**src/rtl/rcpg_pkg.sv**
```systemverilog
// shared types and constants of the rectangle color pattern generator
`default_nettype none
package rcpg_pkg;

  localparam int unsigned CoordWidthDef = 11;
  localparam int unsigned OutCoordW     = 11;
  localparam int unsigned CfgAddrW      = 3;
  localparam int unsigned CfgDataW      = 32;

  typedef enum logic [CfgAddrW-1:0] {
    CFG_RECT_COUNT    = 3'd0,
    CFG_RECT_WIDTH    = 3'd1,
    CFG_RECT_HEIGHT   = 3'd2,
    CFG_FIRST_COLOR   = 3'd3,
    CFG_COLOR_STEP    = 3'd4,
    CFG_INDEXED_MODE  = 3'd5,
    CFG_CHANNEL_SIZES = 3'd6,
    CFG_CHANNEL_POS   = 3'd7
  } cfg_idx_e;

  typedef struct packed {
    logic [7:0]  rect_count;
    logic [10:0] rect_width;
    logic [10:0] rect_height;
    logic [31:0] first_color;
    logic [7:0]  color_step;
    logic        indexed_mode;
    logic [11:0] channel_sizes;
    logic [14:0] channel_positions;
  } cfg_t;

  typedef struct packed {
    logic [7:0]           row;
    logic [7:0]           col;
    logic [OutCoordW-1:0] x;
    logic [OutCoordW-1:0] y;
    logic                 last;
  } pixel_t;

  typedef struct packed {
    logic s2_load;
    logic out_load;
  } pipe_ctrl_t;

endpackage
`default_nettype wire

```
**src/rtl/rcpg_scan.sv**
```systemverilog
// raster scan counters and the captured pixel word
`default_nettype none
module rcpg_scan #(
  parameter int unsigned COORD_WIDTH = rcpg_pkg::CoordWidthDef
) (
  input  wire logic            clk_i,
  input  wire logic            rst_ni,
  input  wire logic            accept_i,
  input  wire logic            restart_i,
  input  wire rcpg_pkg::cfg_t  cfg_i,
  output rcpg_pkg::pixel_t     pixel_o
);

  logic [COORD_WIDTH-1:0] pos_x_q, pos_x_d, pos_y_q, pos_y_d;
  logic [7:0]             grid_col_q, grid_col_d, grid_row_q, grid_row_d;
  logic [10:0]            inner_x_q, inner_x_d, inner_y_q, inner_y_d;
  rcpg_pkg::pixel_t       pixel_q;

  logic [COORD_WIDTH-1:0] px, py;
  logic [7:0]             col, row, n;
  logic [10:0]            ix, iy, w, h;
  logic                   end_x, end_row, end_y, end_col;

  always_comb begin
    n  = (cfg_i.rect_count  == '0) ? 8'd1  : cfg_i.rect_count;
    w  = (cfg_i.rect_width  == '0) ? 11'd1 : cfg_i.rect_width;
    h  = (cfg_i.rect_height == '0) ? 11'd1 : cfg_i.rect_height;
    px  = restart_i ? '0 : pos_x_q;
    py  = restart_i ? '0 : pos_y_q;
    col = restart_i ? '0 : grid_col_q;
    row = restart_i ? '0 : grid_row_q;
    ix  = restart_i ? '0 : inner_x_q;
    iy  = restart_i ? '0 : inner_y_q;

    end_x   = ix >= (w - 11'd1);
    end_row = end_x && (col >= (n - 8'd1));
    end_y   = iy >= (h - 11'd1);
    end_col = end_y && (row >= (n - 8'd1));

    pos_x_d    = px;
    pos_y_d    = py;
    grid_col_d = col;
    grid_row_d = row;
    inner_x_d  = ix;
    inner_y_d  = iy;
    if (!end_x) begin
      inner_x_d = ix + 11'd1;
      pos_x_d   = px + COORD_WIDTH'(1);
    end else if (!end_row) begin
      inner_x_d  = '0;
      grid_col_d = col + 8'd1;
      pos_x_d    = px + COORD_WIDTH'(1);
    end else begin
      inner_x_d  = '0;
      grid_col_d = '0;
      pos_x_d    = '0;
      if (!end_y) begin
        inner_y_d = iy + 11'd1;
        pos_y_d   = py + COORD_WIDTH'(1);
      end else if (!end_col) begin
        inner_y_d  = '0;
        grid_row_d = row + 8'd1;
        pos_y_d    = py + COORD_WIDTH'(1);
      end else begin
        inner_y_d  = '0;
        grid_row_d = '0;
        pos_y_d    = '0;
      end
    end
  end

  always_ff @(posedge clk_i or negedge rst_ni) begin
    if (!rst_ni) begin
      pos_x_q    <= '0;
      pos_y_q    <= '0;
      grid_col_q <= '0;
      grid_row_q <= '0;
      inner_x_q  <= '0;
      inner_y_q  <= '0;
    end else if (accept_i) begin
      pos_x_q    <= pos_x_d;
      pos_y_q    <= pos_y_d;
      grid_col_q <= grid_col_d;
      grid_row_q <= grid_row_d;
      inner_x_q  <= inner_x_d;
      inner_y_q  <= inner_y_d;
    end
  end

  always_ff @(posedge clk_i) begin
    if (accept_i) begin
      pixel_q.row  <= row;
      pixel_q.col  <= col;
      pixel_q.x    <= rcpg_pkg::OutCoordW'(px);
      pixel_q.y    <= rcpg_pkg::OutCoordW'(py);
      pixel_q.last <= end_row && end_col;
    end
  end

  assign pixel_o = pixel_q;

endmodule
`default_nettype wire

```
**src/rtl/rcpg_color.sv**
```systemverilog
// color path: product stage, then channel arithmetic into the result register
`default_nettype none
module rcpg_color (
  input  wire logic                 clk_i,
  input  wire rcpg_pkg::cfg_t       cfg_i,
  input  wire rcpg_pkg::pipe_ctrl_t ctrl_i,
  input  wire rcpg_pkg::pixel_t     pixel_i,
  output logic [rcpg_pkg::OutCoordW-1:0] pixel_x_o,
  output logic [rcpg_pkg::OutCoordW-1:0] pixel_y_o,
  output logic [31:0]                    pixel_color_o,
  output logic                           frame_end_o
);

  function automatic logic [31:0] chan(logic [31:0] first, logic [3:0] size,
                                       logic [4:0] pos, logic [15:0] add);
    logic [15:0] mask;
    logic [15:0] field;
    logic [15:0] v;
    mask  = 16'((17'd1 << size) - 17'd1);
    field = 16'(first >> pos) & mask;
    v     = (field + add) & mask;
    return {16'b0, v} << pos;
  endfunction

  logic [15:0]      p_col_q, p_row_q;
  logic [7:0]       p_nstep_q;
  rcpg_pkg::pixel_t pix2_q;

  logic [7:0]  n;
  logic [15:0] p_col_d, p_row_d, nstep_full, row_nstep;
  logic [7:0]  idx;
  logic [15:0] p_diag;
  logic [31:0] color_d;

  always_comb begin
    n          = (cfg_i.rect_count == '0) ? 8'd1 : cfg_i.rect_count;
    p_col_d    = pixel_i.col * cfg_i.color_step;
    p_row_d    = pixel_i.row * cfg_i.color_step;
    nstep_full = n * cfg_i.color_step;
  end

  always_ff @(posedge clk_i) begin
    if (ctrl_i.s2_load) begin
      p_col_q   <= p_col_d;
      p_row_q   <= p_row_d;
      p_nstep_q <= nstep_full[7:0];
      pix2_q    <= pixel_i;
    end
  end

  always_comb begin
    row_nstep = pix2_q.row * p_nstep_q;
    idx       = cfg_i.first_color[7:0] + row_nstep[7:0] + p_col_q[7:0];
    p_diag    = p_row_q + p_col_q;
    if (cfg_i.indexed_mode) begin
      color_d = {24'b0, idx};
    end else begin
      color_d = chan(cfg_i.first_color, cfg_i.channel_sizes[3:0],
                     cfg_i.channel_positions[4:0], p_col_q)
              | chan(cfg_i.first_color, cfg_i.channel_sizes[7:4],
                     cfg_i.channel_positions[9:5], p_row_q)
              | chan(cfg_i.first_color, cfg_i.channel_sizes[11:8],
                     cfg_i.channel_positions[14:10], p_diag);
    end
  end

  always_ff @(posedge clk_i) begin
    if (ctrl_i.out_load) begin
      pixel_x_o     <= pix2_q.x;
      pixel_y_o     <= pix2_q.y;
      pixel_color_o <= color_d;
      frame_end_o   <= pix2_q.last;
    end
  end

endmodule
`default_nettype wire

```
**src/rtl/rectangle_color_pattern_generator.sv**
```systemverilog
// top level: configuration registers, pipeline control, scan and color path
// Rectangle color test-pattern generator. Every accepted input word yields one
// output word carrying the next pixel of the rectangle grid in raster order,
// its coordinates, its color and an end-of-frame flag; restart_i set in the
// word emits pixel zero of a new frame. The block accepts one word per clock
// cycle in steady state while the output is not stalled. The accepting edge
// loads the scan counters and the pixel word, then the multiplier stage is
// loaded, and then the output register through the channel add and shift.
// A stalled output only stops the input once all three stages hold a word.
// Configuration is to be written through cfg_we_i / cfg_addr_i / cfg_wdata_i
// only while no word is in flight; the user is bound, the block does not enforce it.
`default_nettype none
module rectangle_color_pattern_generator #(
  parameter int unsigned COORD_WIDTH = rcpg_pkg::CoordWidthDef
) (
  input  wire logic                          clk_i,
  input  wire logic                          rst_ni,
  input  wire logic                          cfg_we_i,
  input  wire logic [rcpg_pkg::CfgAddrW-1:0] cfg_addr_i,
  input  wire logic [rcpg_pkg::CfgDataW-1:0] cfg_wdata_i,
  input  wire logic                          in_valid_i,
  output logic                               in_stall_o,
  input  wire logic                          restart_i,
  output logic                               out_valid_o,
  input  wire logic                          out_stall_i,
  output logic [rcpg_pkg::OutCoordW-1:0]     pixel_x_o,
  output logic [rcpg_pkg::OutCoordW-1:0]     pixel_y_o,
  output logic [31:0]                        pixel_color_o,
  output logic                               frame_end_o
);

  rcpg_pkg::cfg_t       cfg_q;
  rcpg_pkg::pipe_ctrl_t ctrl;
  rcpg_pkg::pixel_t     pixel;

  logic v1_q, v2_q, ov_q;
  logic out_rdy, s2_rdy, s1_rdy, accept;

  always_ff @(posedge clk_i or negedge rst_ni) begin
    if (!rst_ni) begin
      cfg_q.rect_count        <= 8'd1;
      cfg_q.rect_width        <= 11'd1;
      cfg_q.rect_height       <= 11'd1;
      cfg_q.first_color       <= '0;
      cfg_q.color_step        <= '0;
      cfg_q.indexed_mode      <= 1'b0;
      cfg_q.channel_sizes     <= '0;
      cfg_q.channel_positions <= '0;
    end else if (cfg_we_i) begin
      unique case (rcpg_pkg::cfg_idx_e'(cfg_addr_i))
        rcpg_pkg::CFG_RECT_COUNT:    cfg_q.rect_count        <= cfg_wdata_i[7:0];
        rcpg_pkg::CFG_RECT_WIDTH:    cfg_q.rect_width        <= cfg_wdata_i[10:0];
        rcpg_pkg::CFG_RECT_HEIGHT:   cfg_q.rect_height       <= cfg_wdata_i[10:0];
        rcpg_pkg::CFG_FIRST_COLOR:   cfg_q.first_color       <= cfg_wdata_i[31:0];
        rcpg_pkg::CFG_COLOR_STEP:    cfg_q.color_step        <= cfg_wdata_i[7:0];
        rcpg_pkg::CFG_INDEXED_MODE:  cfg_q.indexed_mode      <= cfg_wdata_i[0];
        rcpg_pkg::CFG_CHANNEL_SIZES: cfg_q.channel_sizes     <= cfg_wdata_i[11:0];
        rcpg_pkg::CFG_CHANNEL_POS:   cfg_q.channel_positions <= cfg_wdata_i[14:0];
      endcase
    end
  end

  // three-stage valid chain
  assign out_rdy = !ov_q || !out_stall_i;
  assign s2_rdy  = !v2_q || out_rdy;
  assign s1_rdy  = !v1_q || s2_rdy;
  assign accept  = in_valid_i && s1_rdy;

  assign ctrl.s2_load  = s2_rdy && v1_q;
  assign ctrl.out_load = out_rdy && v2_q;

  always_ff @(posedge clk_i or negedge rst_ni) begin
    if (!rst_ni) begin
      v1_q <= 1'b0;
      v2_q <= 1'b0;
      ov_q <= 1'b0;
    end else begin
      if (s1_rdy) begin
        v1_q <= in_valid_i;
      end
      if (s2_rdy) begin
        v2_q <= v1_q;
      end
      if (out_rdy) begin
        ov_q <= v2_q;
      end
    end
  end

  assign in_stall_o  = !s1_rdy;
  assign out_valid_o = ov_q;

  rcpg_scan #(
    .COORD_WIDTH(COORD_WIDTH)
  ) u_scan (
    .clk_i    (clk_i),
    .rst_ni   (rst_ni),
    .accept_i (accept),
    .restart_i(restart_i),
    .cfg_i    (cfg_q),
    .pixel_o  (pixel)
  );

  rcpg_color u_color (
    .clk_i        (clk_i),
    .cfg_i        (cfg_q),
    .ctrl_i       (ctrl),
    .pixel_i      (pixel),
    .pixel_x_o    (pixel_x_o),
    .pixel_y_o    (pixel_y_o),
    .pixel_color_o(pixel_color_o),
    .frame_end_o  (frame_end_o)
  );

endmodule
`default_nettype wire

```
**config.mk**
```make
export PLATFORM = sky130hd
export DESIGN_NAME = rectangle_color_pattern_generator
export DESIGN_NICKNAME = d
export VERILOG_FILES = /design/src/rtl/rcpg_pkg.sv /design/src/rtl/rcpg_scan.sv /design/src/rtl/rcpg_color.sv /design/src/rtl/rectangle_color_pattern_generator.sv
export SDC_FILE = /design/constraint.sdc
export NUM_CORES = 2
export LEC_CHECK = 0
export ABC_AREA = 1
export BUFFER_PORTS_ARGS = -buffer_cell sky130_fd_sc_hd__buf_2
export CORE_UTILIZATION = 50
export CTS_CLUSTER_SIZE = 12
export DETAILED_ROUTE_END_ITERATION = 7
export PLACE_DENSITY = 0.77
export SLEW_MARGIN = 25
export SYNTH_ARGS = -nofsm -noshare
export SYNTH_HDL_FRONTEND = slang
export SYNTH_SLANG_ARGS = --single-unit
```
**constraint.sdc**
```tcl
create_clock -name clk_i -period 4.4 [get_ports clk_i]
set_input_delay 1.32 -clock clk_i [delete_from_list [all_inputs] [get_ports clk_i]]
set_output_delay 1.32 -clock clk_i [all_outputs]
set_load 0.02 [all_outputs]
```
==> flow_summary.ini <==
[floorplan]
rows = 90
fp.dieH_um = 251
pin_count = 98
die_w_um = 251
coreArea_um2 = 60700
dieArea_um2 = 62900
start_util_pct = 51.0

[logic_synthesis]
yosysWarnings = 0
synth-seq-cells = 324
yosys-top-cells-area = edfxtp_1 (16%), nand2_1 (14%), dfrtp_1 (13%), ha_1 (8.3%), fa_1 (8.0%)
synth_top_cell_by_area = edfxtp_1
ys.flop_type = edfxtp_1
ys_async_sr_fraction_pct = 49.7
synth_area_um2 = 30900
synthTopCellsByCount = nand2_1 (1147), inv_1 (638), nand3_1 (388), o21ai_0 (368), nor2_1 (282)
synth.distinct_cells = 63
syn_nets = 4713
yosysMostFrequentCell = nand2_1
synth.top_cell.area_share_pct = 15.8
synth_edf_count = 163
syn_avg_cell_area_um2 = 7.12
synth.yosys.seq_area_share_pct = 28.9
netlist_instances = 4344

[clock_tree]
clkTransAtPathRegs_ns = 0.06
numClockSinks = 324
clkLatencyLatePin_ns = 0.60
ctsHoldBuffers = 0
numCtsBuffers = 39
h-tree-depth = 2
tritoncts = done
cts_root_buf = clkbuf_16
clockBufferDepth = 3

[setup_path]
startpoint_type = flop
cp.arrival_ns = 4.77
rr_worst_depth = 23
critPathMostFrequentCell = nand3_1
critical_path_buf_inv_count = 4
crit_path_cell_trace = clkbuf_16 > buf_4 > o21ai_4 > mux2i_1 > nor2_1 > o22ai_1 > a2111oi_2 > buf_4 > fa_1 > ha_4 > nand2_2 > nor2_2 > nand3_1 > nand3_1 > nand2_1 > nand4_1 > nand3_2 > nand3_2 > nand3_1 > o211ai_1 > nand3_1 > nand2_1 > inv_1
worstSetupPathType = flop to flop
required_ns = 4.74
worstPathMaxFanout = 6
max_stage_delay_ns = 0.49
endpoint_kind = flop
cpLargestDelayFamily = simple AND/OR/NAND/NOR gates
crit_cells = 23
critPathSlowestCell = dfrtp_2

[cells_and_area]
antenna_cells = 0
drive_gt1_share_pct = 17.7
area_growth_pct = 20.1
nets = 5053

[sta]
worstMarginPinSlew_ns = 1.01
finalMaxSlewViolations = 0
holdWs_ns = 0.417
post-route-min-period_ns = 4.43
fin_skew_ns = 0.0204
fin_ws_ns = -0.0306
slew_headroom_pct = 32.4
setup_viol = 4
timing.final.crit_share_pct = 101
fmaxAchievable_ghz = 0.226
hold_viol = 0
fin_tns_setup_ns = -0.0977
rsz0062_at_grt = true

[pwr]
power_switching_mw = 11.9
p_comb_share_pct = 67.2
clkPwrFrac_pct = 14.0
seq_power_share_pct = 18.7
p_leak_nw = 18.8
p_per_area_nw_per_um2 = 650
ir_worst_vdd_uv = 426
switching_share_pct = 49.2
intPower_mw = 12.3

[global_routing]
grt_pass1_vias = 28700
grt_first_pass_wirelength_mm = 167
overflow = 0
antenna_found_initial = 0
grt_usage_pct = 34.9
grt_max_degree = 74

[route]
drt-pass1-iter-count = 8
drtIter0Drc = 2832
wirelength_mm = 113
drt-met1-wl_mm = 45.1
viasPerCell = 5.63
wl_met2_mm = 53.4
highest_layer = met4
drc = 0
avgRoutedWirePerCell_um = 20.5
dr_total_vias = 30900
dr_wl_met3_mm = 7.18
ant_nets = 0

[outcome]
violations = negative setup slack
status = complete, but fails checks

[flow_run]
maxCapViolCount = 0

[placed_design]
dpl.hpwl_mm = 89.6
gp_congestion = 1.12
portBuffers = 97

[worst_hold_path]
holdPathStages = 0
hold_class = flop to flop
## what timing repair did
item / CTS / global route
endpoints found under the setup margin: 30 / 36
cloned: 0 / 2
gates resized for setup: 39 / 273
hold endpoints to repair: 0 / 0
setup buffers: 1 / 19
pin swaps: 4 / 86
## cells in the final DEF, fill, tap and decap left out, types with 15 or more instances in the layout
cell       instances
nand2_1         1114
inv_1            621
buf_4            386
nand3_1          345
o21ai_0          290
nor2_1           268
ha_1             181
edfxtp_1         163
dfrtp_1          152
a21oi_1          127
fa_1             116
buf_2             96
o21ai_1           74
nand4_1           70
o22ai_1           62
xor2_1            60
xnor2_1           50
nand3_2           44
clkbuf_16         41
mux2i_1           40
nand2_2           35
inv_2             32
o21ai_2           29
nor2_2            25
nor3_1            23
o211ai_1          21
ha_4              20
clkbuf_1          15
## worst register-to-register path: cells and delay by family (launching register included)
family | cells | cell delay (ns)
and+or+nand+nor | 12 | 1.40
AOI/OAI and AO/OA | 4 | 0.83
adders and majority gates | 2 | 0.77
buffers and inverters | 4 | 0.57
DFF | 1 | 0.49
muxes | 1 | 0.12
## registers in the layout (all words and copies together), names as in the netlist, 8 cells and up
signal	flops
cfg_q	98
u_scan.pixel_o	39
u_color.pixel_color_o	32
u_color.pix2_q	31
u_color.p_col_q	15
u_color.p_row_q	15
u_color.pixel_x_o	11
u_color.pixel_y_o	11
u_scan.inner_x_q	11
u_scan.inner_y_q	11
u_scan.pos_x_q	11
u_scan.pos_y_q	11
u_color.p_nstep_q	8
u_scan.grid_col_q	8
u_scan.grid_row_q	8
## cell families after synthesis
group,synth area share (%)
multiplexers,1.42
AND/OR/NAND/NOR,26.9
buffers and inverters,10.7
AO/OA/AOI/OAI,12.3
XOR/XNOR,3.47
flip-flops,28.9
adder cells (fa/ha/maj),16.3
## power groups by stage
stage / combinational (mW) / clock (mW) / sequential, mW
after global placement: 14.0 / 0 / 4.54
after global routing: 17.7 / 3.53 / 4.54
final: 16.2 / 3.38 / 4.52
after detailed placement: 14.1 / 0 / 4.54
after floorplan: 8.76 / 0 / 4.34
after CTS: 14.4 / 3.43 / 4.49
## metal layers
layer	global-route usage [%]	vias to the layer above
met5	0	-
met4	19.2	0
met3	3.86	287
met2	58.5	1206
met1	44.2	14600
li1	-	14900
## area by class of cell
cell class / count / area [um2]
timing repair buffer: 502 / 3720
clock inverter: 14 / 233
tap: 782 / 978
multi-input combinational: 3158 / 19700
clock buffer: 58 / 1090
fill: 5395 / 23600
sequential: 324 / 8930
inverter: 659 / 2470
## path summary, 6_finish.rpt
kind	start	to	slack, ns
setup / recovery	cfg_q[10]	u_color.pixel_color_o[20]	-0.03
hold / removal	u_color.pix2_q[8]	u_color.pixel_y_o[7]	0.42
setup reg to reg	cfg_q[10]	u_color.pixel_color_o[20]	-0.03
hold reg to reg	u_color.pix2_q[8]	u_color.pixel_y_o[7]	0.42
max in group asynchronous	rst_ni	cfg_q[79]	2.79
min in group asynchronous	rst_ni	u_scan.pos_x_q[8]	0.77
## through the flow
step / instance area (um2) / utilization (%) / setup slack [ns] / instances / power (mW)
after global placement: 34600 / 57.0 / -0.254 / 5405 / 18.5
after floorplan: 30900 / - / -0.0244 / 4344 / 13.1
after detailed placement: 34600 / 57.0 / -0.283 / 5405 / 18.7
final: 37100 / 61.2 / -0.0306 / 5497 / 24.1
after global routing: 37100 / 61.2 / -0.183 / 5497 / 25.8
after CTS: 36000 / 59.3 / 0.00331 / 5478 / 22.4
(Power assumes the default switching activity.)
